**config.mk**
```make
export PLATFORM = sky130hd
export DESIGN_NAME = cfts_cell
export DESIGN_NICKNAME = d
export VERILOG_FILES = /design/src/rtl/cfts_pkg.sv /design/src/rtl/cfts_cell.sv
export SDC_FILE = /design/constraint.sdc
export NUM_CORES = 1
export LEC_CHECK = 0
export BUFFER_PORTS_ARGS = -buffer_cell sky130_fd_sc_hd__buf_4
export CELL_PAD_IN_SITES_DETAIL_PLACEMENT = 1
export CELL_PAD_IN_SITES_GLOBAL_PLACEMENT = 1
export CORE_MARGIN = 8
export CORE_UTILIZATION = 47
export CTS_BUF_LIST = sky130_fd_sc_hd__clkbuf_4 sky130_fd_sc_hd__clkbuf_8
export DETAILED_ROUTE_END_ITERATION = 10
export PLACE_DENSITY = 0.85
export RECOVER_POWER = 25
export SLEW_MARGIN = 20
export SYNTH_ARGS = -nofsm -noshare
export SYNTH_HDL_FRONTEND = slang
export SYNTH_SLANG_ARGS = --single-unit
```
**constraint.sdc**
```tcl
create_clock -name clk -period 6.4 [get_ports clk]
set_input_delay 0.32 -clock clk [delete_from_list [all_inputs] [get_ports clk]]
set_output_delay 0.32 -clock clk [all_outputs]
set_load 0.02 [all_outputs]
```
**src/rtl/cfts_pkg.sv**
```systemverilog
package cfts_pkg;

    localparam int FILTER_SLOTS_DEF = 16;
    localparam int TIME_BITS_DEF    = 32;
    localparam int ID_W             = 29;
    localparam int SLOT_W           = 4;
    localparam int TMO_W            = 32;

    typedef enum logic [1:0] {
        CMD_TICK   = 2'd0,
        CMD_RX     = 2'd1,
        CMD_SET    = 2'd2,
        CMD_REMOVE = 2'd3
    } cmd_t;

    typedef enum logic [1:0] {
        EV_MATCH   = 2'd0,
        EV_PASS    = 2'd1,
        EV_TIMEOUT = 2'd2
    } ev_t;

    // Command token that walks the cell row, one cell per beat of the chain
    typedef struct packed {
        logic              active;
        cmd_t              cmd;
        logic [ID_W-1:0]   id;
        logic [ID_W-1:0]   mask;
        logic [SLOT_W-1:0] slot;
        logic [TMO_W-1:0]  tmo;
        logic              found;
        logic              any;
    } tok_t;

    typedef struct packed {
        logic              emit;
        ev_t               ev;
        logic [SLOT_W-1:0] hit_slot;
        logic [ID_W-1:0]   packet_id;
        logic              recovered;
    } res_t;

endpackage

```
**src/rtl/cfts_cell.sv**
```systemverilog
module cfts_cell #(
    parameter int IDX       = 0,
    parameter int TIME_BITS = cfts_pkg::TIME_BITS_DEF
) (
    input  logic                 clk,
    input  logic                 rst_n,
    input  logic                 adv,
    input  cfts_pkg::tok_t       tok_in,
    input  logic [TIME_BITS-1:0] time_in,
    output cfts_pkg::tok_t       tok_out,
    output logic [TIME_BITS-1:0] time_out,
    output cfts_pkg::res_t       res
);
    import cfts_pkg::*;

    localparam int CW = (TIME_BITS > TMO_W) ? TIME_BITS : TMO_W;

    logic                 valid_reg, valid_next;
    logic                 to_reg, to_next;
    logic [ID_W-1:0]      addr_reg;
    logic [ID_W-1:0]      mask_reg;
    logic [TMO_W-1:0]     tmo_reg;
    logic [TIME_BITS-1:0] seen_reg;
    tok_t                 tok_reg, tok_next;
    logic [TIME_BITS-1:0] time_reg;
    logic [TIME_BITS-1:0] elapsed;
    logic                 expired, match, sel, load, refresh;

    assign elapsed = time_in - seen_reg;
    assign expired = valid_reg && !to_reg && (CW'(elapsed) > CW'(tmo_reg));
    assign match   = ((tok_in.id & mask_reg) == (addr_reg & mask_reg));
    assign sel     = (int'(tok_in.slot) == IDX);

    always_comb
    begin
        tok_next   = tok_in;
        valid_next = valid_reg;
        to_next    = to_reg;
        load       = 1'b0;
        refresh    = 1'b0;
        res        = '0;
        res.hit_slot = SLOT_W'(IDX);
        if (tok_in.active)
        begin
            case (tok_in.cmd)
                CMD_TICK:
                begin
                    if (expired)
                    begin
                        to_next  = 1'b1;
                        res.emit = 1'b1;
                        res.ev   = EV_TIMEOUT;
                    end
                end
                CMD_RX:
                begin
                    if (valid_reg)
                    begin
                        tok_next.any = 1'b1;
                        if (!tok_in.found && match)
                        begin
                            res.emit       = 1'b1;
                            res.ev         = EV_MATCH;
                            res.packet_id  = tok_in.id;
                            res.recovered  = to_reg;
                            to_next        = 1'b0;
                            refresh        = 1'b1;
                            tok_next.found = 1'b1;
                        end
                    end
                end
                CMD_SET:
                begin
                    if (sel)
                    begin
                        valid_next = 1'b1;
                        to_next    = 1'b0;
                        load       = 1'b1;
                    end
                end
                CMD_REMOVE:
                begin
                    if (sel)
                    begin
                        valid_next = 1'b0;
                        to_next    = 1'b0;
                    end
                end
                default:
                begin
                end
            endcase
        end
    end

    always_ff @(posedge clk or negedge rst_n)
    begin
        if (!rst_n)
        begin
            valid_reg <= 1'b0;
            to_reg    <= 1'b0;
            tok_reg   <= '0;
        end
        else if (adv)
        begin
            valid_reg <= valid_next;
            to_reg    <= to_next;
            tok_reg   <= tok_next;
        end
    end

    always_ff @(posedge clk)
    begin
        if (adv)
        begin
            time_reg <= time_in;
            if (load)
            begin
                addr_reg <= tok_in.id;
                mask_reg <= tok_in.mask;
                tmo_reg  <= tok_in.tmo;
            end
            if (load || refresh)
            begin
                seen_reg <= time_in;
            end
        end
    end

    assign tok_out  = tok_reg;
    assign time_out = time_reg;

endmodule

```
==> results of run 1 <==
## where the power goes
group	switching [mW]	leakage, nW	total (mW)	internal (mW)
Sequential	0.0550	2.59	1.89	1.83
Combinational	0.376	3.94	0.680	0.303
Clock	0.721	0.503	1.66	0.937
Total	1.15	7.04	4.23	3.07
## timing repair
action                                  in CTS  in global routing
endpoints found under the setup margin       0                  1
hold buffers                               120                  1
gates resized for setup                      0                  1
endpoints found under the hold margin      206                  1
## cell type report
class	count	area (sq um)	share of cell area, %
Timing Repair Buffer	422	3088	19.34
Multi-Input combinational cell	482	3984	24.95
Sequential cell	255	7152	44.80
Antenna cell	2	5.005	0.03135
Inverter	102	382.9	2.398
Clock buffer	72	872.1	5.463
Tap cell	324	405.4	2.539
Clock inverter	6	75.07	0.4703
## stage by stage
stage	setup slack, ns	util (%)
CTS	0.4096	67.34
global route	0.01555	65.84
detailed placement	1.068	58.48
floorplan	1.128	-
global placement	1.255	58.48
finish	0.2934	65.84
## kinds of logic after synthesis
family / after synthesis / synth area share (%)
muxes: 96 / 9.344
xor gates and xnor gates: 54 / 4.088
buffers and inverters: 122 / 4.142
DFF: 255 / 61.81
and+or+nand+nor: 129 / 5.386
adders and majority gates: 64 / 6.986
other: 1 / 0.03241
AOI/OAI and AO/OA: 134 / 8.208
## cell usage in the layout, fill, tap and decap left out, types with 3 or more instances in the layout
cell,count
buf_4,180
edfxtp_1,154
dlygate4sd3_1,121
inv_1,102
clkbuf_1,102
dfrtp_1,101
mux2_2,96
ha_1,63
nor2_1,57
clkbuf_8,53
xor2_1,39
clkbuf_4,38
a21oi_1,28
a21o_1,25
nand2_1,16
o21ai_0,15
xnor2_1,15
nand4_1,10
nand3_1,9
a22oi_1,8
nor3_1,8
o21ai_1,7
a211oi_1,6
nand2b_1,6
nor2b_1,6
a31oi_1,5
conb_1,5
o21bai_1,4
o21a_1,4
clkinv_1,4
a22o_1,3
a221oi_1,3
o31a_1,3
## routing by layer
layer  up-vias  GRT usage (%)
li1       3960              -
met1      4577          29.85
met2       378          53.81
met3        85          7.166
met4         0          10.96
met5         -              0
## worst max-delay path: cells and delay by family
| kind | cells | cell delay [ns] |
|---|---|---|
| compound gates | 9 | 2.38 |
| buf+inv | 5 | 1.08 |
| simple gates | 5 | 1.01 |
| fa+ha+maj | 3 | 0.90 |
| xor+xnor | 1 | 0.10 |
## worst paths after layout
path / from / endpoint / slack, ns / cells past startpoint
max: time_in[0] / res[36] / 0.29 / 23
min: tok_in[36] / tok_out[36]$_DFFE_PN0P_ / 0.04 / 2
max reg2reg: seen_reg[0]$_DFFE_PP_ / to_reg$_DFFE_PN0P_ / 1.49 / 19
min reg2reg: tok_out[36]$_DFFE_PN0P_ / tok_out[36]$_DFFE_PN0P_ / 0.51 / 1
max in group asynchronous: rst_n / tok_out[98]$_DFFE_PN0P_ / 4.80 / 3
min in group asynchronous: rst_n / tok_out[43]$_DFFE_PN0P_ / 0.36 / 2
==> impl_metrics.yaml, run 1 <==
final_layout:
  nets: 1504
  nFillCells: 2469
  area_growth_pct: 37.98
  drive_above_1_share_pct: 28.98
  largest_reg_flops: 99
  fin_cells: 1665
  finalInstanceArea_sq_um: 15960
pwr:
  ir_drop_mv: 0.2088
  power_density_nw_per_um2: 264.8
  power_leakage_nw: 7.036
  power_mw: 4.227
clock_tree:
  cts_buffer_depth: 3
  clock_latency_ns: 0.56
  cts_setup_buffers: 0
  h-tree-depth: 2
  cts_root_buf: "clkbuf_8"
  cts.sinks: 255
  cts_buffers: 43
  clk_pin_slew_worst_paths_ns: 0.06
  cts_tree: "built"
die:
  die_area_sq_um: 29890
  num_rows: 57
  initial_core_util_pct: 47.71
  die_y_um: 172.9
  die_w_um: 172.9
  placeableCoreArea_sq_um: 24250
  pin_count: 302
setup_path:
  cp-end-kind: "primary output"
  cp_data_required_time_ns: 6.08
  start_kind: "input port"
  path_cells: "dlygate4sd3_1 > buf_4 > inv_1 > ha_1 > inv_1 > fa_1 > a211oi_1 > nor2_1 > o41ai_2 > a31oi_1 > a31o_1 > a21o_1 > a21oi_1 > xnor2_1 > ha_1 > and4_1 > nand3_1 > nor4_2 > nand2b_1 > o21ai_1 > a211oi_1 > o21ai_0 > buf_4"
  crit_type: "input port to primary output"
  slowest_stage: "dlygate4sd3_1"
  arrival_ns: 5.79
  max_stage_delay_ns: 0.55
  crit_path_max_fanout: 4
sta:
  slew_violations: 82
  setup_viol: 0
  hold_viol: 0
  slew_headroom_pct: -203.1
  whs_ns: 0.04398
  grt_setup_unrepaired: "no"
  period_share_pct: 95.42
  skew_ns: 0.03175
  worst_slew_pin_slew_ns: 4.547
  maxClockFrequency_mhz: 163.8
  fin_crit_ns: 6.107
  tns_ns: 0
run_status:
  violations: "max-capacitance violations, max-slew violations"
  status: "finished, violations left"
logic_synthesis:
  async_flop_share_pct: 39.61
  ys_seq_elements: 255
  seq_area_frac_synth_pct: 61.81
  synth_edf_count: 154
  synth_ff_type: "edfxtp_1"
  synth_top_cell_area_share_pct: 39.97
  synth.most_common_cell: "edfxtp_1"
  synth_common_cells: "154 x edfxtp_1, 102 x inv_1, 101 x dfrtp_1"
  synth_area_leaders: "edfxtp_1 40%, dfrtp_1 22%, mux2_2 9.3%, ha_1 6.8%, inv_1 3.3%"
  syn_area_per_cell_sq_um: 13.53
  ys_types: 63
  synthCells: 855
  yosys.area.top_type: "edfxtp_1"
  ys_warn_count: 0
  synth_area_sq_um: 11570
routing:
  drt_iter0_drc: 425
  ant_nets: 0
  first_pass_iters: 7
  met2_length_mm: 23.57
  wl_per_cell_um: 26.08
  wl_met3_mm: 2.863
  wl_mm: 43.42
  vias_per_cell: 5.405
  dr_total_vias: 9000
  met1_length_mm: 15.59
  drc_errors: 0
  top_layer: "met4"
global_route:
  grt.total_usage_pct: 28.50
  grt_pass1_wl_mm: 66.05
  grt_antenna_before_repair: 2
  grt_pass1_vias: 10368
  grt-ovfl-total: 0
  grt_max_degree: 82
hold_path:
  holdCritPathClass: "input port to flip-flop"
placed_design:
  dp_hpwl_mm: 24.97
  placed_cell_area_sq_um: 14180
  io_buffer_count: 296
  gp_congestion: 0.7910
  dpl.cell_count: 1464
run:
  maxCapViolCount: 1
No activity file was read; power rests on OpenSTA's default activity.
==> inputs of run 2 (changes only) <==
Settings changed: CORE_UTILIZATION 47 to 44, PLACE_DENSITY 0.85 to 0.81.
Clock period 6.4 ns to 6.3 ns, I/O delays scaled along.
==> run 2 against run 1 <==
The flow still finishes with violations (max-capacitance violations, max-slew violations). Sequential power barely moved. Total power fell by 5.4%. Clock power fell by 15%. Setup slack improved by 0.069 ns. Non-clock buffer count fell by 1. Worst hold slack got worse by 0.011 ns. Die area rose by 6.2%. Sequential share of layout area rose by 0.27 points. Largest power group unchanged. Highest routed layer unchanged.
==> impl_metrics.yaml, run 2 (synthesis results as in run 1) <==
clock_tree:
  h-tree-depth: 2
  cts_buffer_depth: 3
  cts_root_buf: "clkbuf_8"
  cts_tree: "built"
  cts_setup_buffers: 0
  cts.sinks: 255
  cts_buffers: 42
  clk_pin_slew_worst_paths_ns: 0.06
  clock_latency_ns: 0.55
setup_path:
  slowest_stage: "dlygate4sd3_1"
  critical_path.top_delay_family: "compound AO/OA/AOI/OAI gates"
  crit_path_max_fanout: 4
  max_stage_delay_ns: 0.54
  cp_data_required_time_ns: 5.98
  crit_buf_inv: 5
  start_kind: "input port"
  crit_type: "input port to primary output"
  cp-end-kind: "primary output"
  path_cells: "dlygate4sd3_1 > clkbuf_1 > inv_1 > ha_1 > inv_1 > fa_1 > a211oi_1 > nor2_1 > o41ai_2 > a31oi_1 > a31o_1 > a21o_1 > a21oi_1 > xnor2_1 > ha_1 > and4_1 > nand3_1 > nor4_2 > nand2b_1 > o21ai_1 > a211oi_1 > o21ai_0 > buf_4"
  arrival_ns: 5.62
placed_design:
  io_buffer_count: 296
  dp_hpwl_mm: 25.27
  gp_congestion: 0.8418
  dpl.cell_count: 1474
  place_ws_ns: 0.9794
pwr:
  pwr-share-clk_pct: 35.2
  pwr-share-seq_pct: 47.9
  power_leakage_nw: 6.985
  sw_frac_of_total_pct: 27.20
  power_density_nw_per_um2: 251.9
  p_comb_share_pct: 16.9
  ir_drop_mv: 0.1921
  p_sw_mw: 1.087
  power_mw: 3.998
  p_int_mw: 2.910
sta:
  skew_ns: 0.02726
  fin_ws_ns: 0.3621
  slew_violations: 30
  maxClockFrequency_mhz: 168.4
  tns_ns: 0
  worst_slew_pin_slew_ns: 1.800
  period_share_pct: 94.25
  whs_ns: 0.03326
  slew_headroom_pct: -19.97
  grt_setup_unrepaired: "no"
  hold_viol: 0
  fin_crit_ns: 5.938
  setup_viol: 0
routing:
  wl_per_cell_um: 23.15
  drc_errors: 0
  wl_mm: 38.78
  first_pass_iters: 4
  vias_per_cell: 5.183
  drt_iter0_drc: 396
  ant_nets: 0
  dr_total_vias: 8681
final_layout:
  seq_area_sq_um: 7152
  area_growth_pct: 37.15
  final_common_cell: "buf_4"
  largest_reg_flops: 99
  nFillCells: 2618
  nets: 1502
  layout_common_cells: "187 x buf_4, 154 x edfxtp_1, 121 x dlygate4sd3_1"
  multi_input_area_sq_um: 3984
  fin_cells: 1675
  drive_above_1_share_pct: 28.91
hold_path:
  holdCritPathClass: "input port to flip-flop"
global_route:
  grt-ovfl-total: 0
  grt_max_degree: 82
  grt_antenna_before_repair: 5
  grt_pass1_wl_mm: 59.45
  grt_pass1_vias: 10100
  grt.total_usage_pct: 24.42
run:
  maxCapViolCount: 1
die:
  pin_count: 302
  num_rows: 59
  placeableCoreArea_sq_um: 25910
  initial_core_util_pct: 44.65
  die_area_sq_um: 31740
  die_w_um: 178.2
  die_y_um: 178.2
run_status:
  status: "finished, violations left"
  violations: "max-capacitance violations, max-slew violations"
-- run 2: final timing paths --
path / start / depth (start not counted) / to / slack [ns]
setup / recovery: time_in[0] / 23 / res[36] / 0.36
hold / removal: tok_in[97] / 2 / to_reg$_DFFE_PN0P_ / 0.03
setup reg to reg: seen_reg[0]$_DFFE_PP_ / 19 / to_reg$_DFFE_PN0P_ / 1.65
hold reg to reg: tok_out[83]$_DFFE_PN0P_ / 1 / tok_out[83]$_DFFE_PN0P_ / 0.51
max in group asynchronous: rst_n / 3 / tok_out[7]$_DFFE_PN0P_ / 3.92
min in group asynchronous: rst_n / 2 / tok_out[30]$_DFFE_PN0P_ / 0.82
-- run 2: per-stage QoR --
step,instance area (sq um),utilization (%)
6_report,15870,61.24
5_1_grt,15870,61.24
4_1_cts,16180,62.45
3_5_place_dp,14190,54.75
3_3_place_gp,14190,54.75
2_1_floorplan,11580,-
-- run 2: cell type report --
type,count,share of cell area [%]
Tap cell,335,2.642
Multi-Input combinational cell,482,25.11
Antenna cell,5,0.07885
Sequential cell,255,45.07
Inverter,102,2.413
Clock buffer,59,4.566
Clock inverter,16,0.4258
Timing Repair Buffer,421,19.70
-- run 2: timing repair --
action | in CTS | in global routing
setup endpoints to repair | 0 | 1
hold buffers | 120 | 1
endpoints found under the hold margin | 190 | 1
resized for setup | 0 | 1
-- run 2: metal layers --
metal	vias up	global-route usage (%)	wire [um]
met2	333	43.82	19950
met4	0	11.57	1757
met1	4299	26.11	14140
met3	99	6.943	2934
li1	3950	-	-
met5	-	0	0
-- run 2: power groups by stage --
stage          logic, mW  registers, mW  clock network, mW
3_5_place_dp       0.625           1.94                  0
6_report           0.675           1.91               1.41
4_1_cts            0.690           1.91               1.42
5_1_grt            0.723           1.92               1.50
2_1_floorplan      0.210           2.04                  0
3_3_place_gp       0.606           1.93                  0
==> inputs of run 3 (changes only) <==
Settings changed: BUFFER_PORTS_ARGS -buffer_cell sky130_fd_sc_hd__buf_4 to -buffer_cell sky130_fd_sc_hd__buf_2, CELL_PAD_IN_SITES_DETAIL_PLACEMENT 1 to 0.
==> run 3 against run 2 <==
The flow still finishes with violations (max-capacitance violations, max-slew violations). Combinational power shrank 13%. Sequential share of layout area grew 1.4 points. Sequential cell count is the same. Register-to-register slack gained 0.06 ns. Global-route usage shrank 5.7 points. Die area is the same. Design area shrank 3.0%. Critical endpoint unchanged. Highest routed layer unchanged.
==> impl_metrics.yaml, run 3 (synthesis results as in run 1) <==
global_route:
  grt_max_degree: 90
  grt_antenna_before_repair: 0
  grt.total_usage_pct: 18.72
  grt_pass1_wl_mm: 47.16
  grt_pass1_vias: 8852
  grt-ovfl-total: 0
clock_tree:
  clock_latency_ns: 0.54
  cts_tree: "built"
  cts_buffer_depth: 3
  cts.sinks: 255
  cts_root_buf: "clkbuf_8"
  h-tree-depth: 2
  clk_pin_slew_worst_paths_ns: 0.06
  cts_buffers: 42
hold_path:
  min_from: "tok_in[0]"
  holdCritPathClass: "input port to flip-flop"
setup_path:
  crit_start: "time_in[0]"
  rr_startpoint: "seen_reg[0]$_DFFE_PP_"
  crit_path_max_fanout: 4
  critical_path.top_delay_family: "compound AO/OA/AOI/OAI gates"
  cp-end-kind: "primary output"
  start_kind: "input port"
  path_cells: "dlygate4sd3_1 > clkbuf_1 > inv_1 > ha_1 > inv_1 > fa_1 > a211oi_1 > nor2_1 > o41ai_2 > a31oi_1 > a31o_1 > a21o_1 > a21oi_1 > xnor2_1 > ha_1 > and4_1 > nand3_1 > nor4_1 > nand2b_1 > o21ai_1 > a211oi_1 > o21ai_0 > buf_2"
  crit_type: "input port to primary output"
  cp_data_required_time_ns: 5.98
  max_stage_delay_ns: 0.53
  crit_buf_inv: 5
  arrival_ns: 5.45
  slowest_stage: "dlygate4sd3_1"
sta:
  maxClockFrequency_mhz: 173.5
  slew_violations: 131
  slew_headroom_pct: -230.7
  hold_viol: 0
  setup_viol: 0
  worst_slew_pin_slew_ns: 4.961
  grt_setup_unrepaired: "no"
  skew_ns: 0.01638
  period_share_pct: 91.47
  fin_ws_ns: 0.5372
  tns_ns: 0
  fin_crit_ns: 5.763
final_layout:
  layout_common_cells: "180 x buf_2, 154 x edfxtp_1, 118 x dlygate4sd3_1"
  nFillCells: 2113
  antenna_cells: 0
  nets: 1500
  largest_reg_flops: 99
  area_growth_pct: 32.97
  drive_above_1_share_pct: 27.99
  final_common_cell: "buf_2"
routing:
  first_pass_iters: 4
  drt_iter0_drc: 369
  dr_total_vias: 8129
  ant_nets: 0
  vias_per_cell: 4.865
  wl_mm: 29.80
  wl_per_cell_um: 17.83
  drc_errors: 0
run_status:
  violations: "max-capacitance violations, max-slew violations"
  status: "finished, violations left"
run:
  maxCapViolCount: 2
pwr:
  ir_drop_mv: 0.1922
  power_leakage_nw: 6.837
  power_mw: 4.022
  power_density_nw_per_um2: 261.4
placed_design:
  gp_congestion: 0.8458
  place_ws_ns: 1.024
  io_buffer_count: 296
  dp_hpwl_mm: 21.32
die:
  num_rows: 59
  die_y_um: 178.2
  die_w_um: 178.2
  die_area_sq_um: 31740
  pin_count: 302
  initial_core_util_pct: 44.65
  placeableCoreArea_sq_um: 25910
## run 3: cell count changes in the layout (fill, tap and decap cells not counted), sizes merged
cell,delta
diode,-5
clkinv,-5
bufinv,+2
buf,-4
clkbuf,+9
clkinvlp,-1
dlygate4sd3,-3
inv,+3
## run 3: routing by layer
| layer | up-vias | part of all wire [%] | global-route usage, % |
|---|---|---|---|
| li1 | 3949 | - | - |
| met1 | 3856 | 42 | 23.31 |
| met2 | 272 | 48 | 31.08 |
| met3 | 52 | 7.8 | 5.525 |
| met4 | 0 | 2.4 | 5.592 |
| met5 | - | 0 | 0 |
## run 3: final timing paths
| path | cells past startpoint | endpoint | slack [ns] |
|---|---|---|---|
| max | 23 | res[36] | 0.54 |
| min | 3 | tok_out[0]$_DFFE_PN0P_ | 0.05 |
| max reg2reg | 19 | to_reg$_DFFE_PN0P_ | 1.71 |
| min reg2reg | 1 | tok_out[20]$_DFFE_PN0P_ | 0.50 |
| max in group asynchronous | 3 | tok_out[8]$_DFFE_PN0P_ | 3.26 |
| min in group asynchronous | 2 | tok_out[71]$_DFFE_PN0P_ | 1.11 |
## run 3: stage by stage
stage               hold slack, ns  cells  instance area, sq um  utilization [%]
floorplan                  0.01941    859                 11580                -
global placement            0.3568   1475                 13460            51.94
detailed placement          0.3573   1475                 13460            51.94
CTS                       0.006573   1670                 15530            59.93
global route               0.03283   1671                 15380            59.38
finish                     0.04937   1671                 15380            59.38
## run 3: what timing repair did
item | CTS | global route
setup buffers | 0 | 0
endpoints found under the hold margin | 206 | 1
hold buffers | 117 | 1
resized for setup | 0 | 0
## run 3: where the power goes
part | leakage (nW) | switching (mW) | internal (mW)
combinational | 3.76 | 0.333 | 0.255
clock | 0.484 | 0.666 | 0.865
sequential | 2.59 | 0.0371 | 1.86
total | 6.84 | 1.04 | 2.99
## run 3: tightest hold or removal path, delay by kind of cell
kind / cells / cell delay [ns]
compound gates: 1 / 0.12
buf+inv: 1 / 0.07
simple gates: 1 / 0.03
## run 3: area by class of cell
| type | instances | area, sq um | area share, % |
|---|---|---|---|
| clock buffers | 63 | 760.7 | 4.945 |
| clock inverters | 15 | 136.4 | 0.8865 |
| flip-flops and latches | 255 | 7152 | 46.49 |
| well taps | 335 | 419.2 | 2.724 |
| multi-input cells | 482 | 3978 | 25.85 |
| inverters | 102 | 382.9 | 2.489 |
| repair buffers | 419 | 2556 | 16.62 |
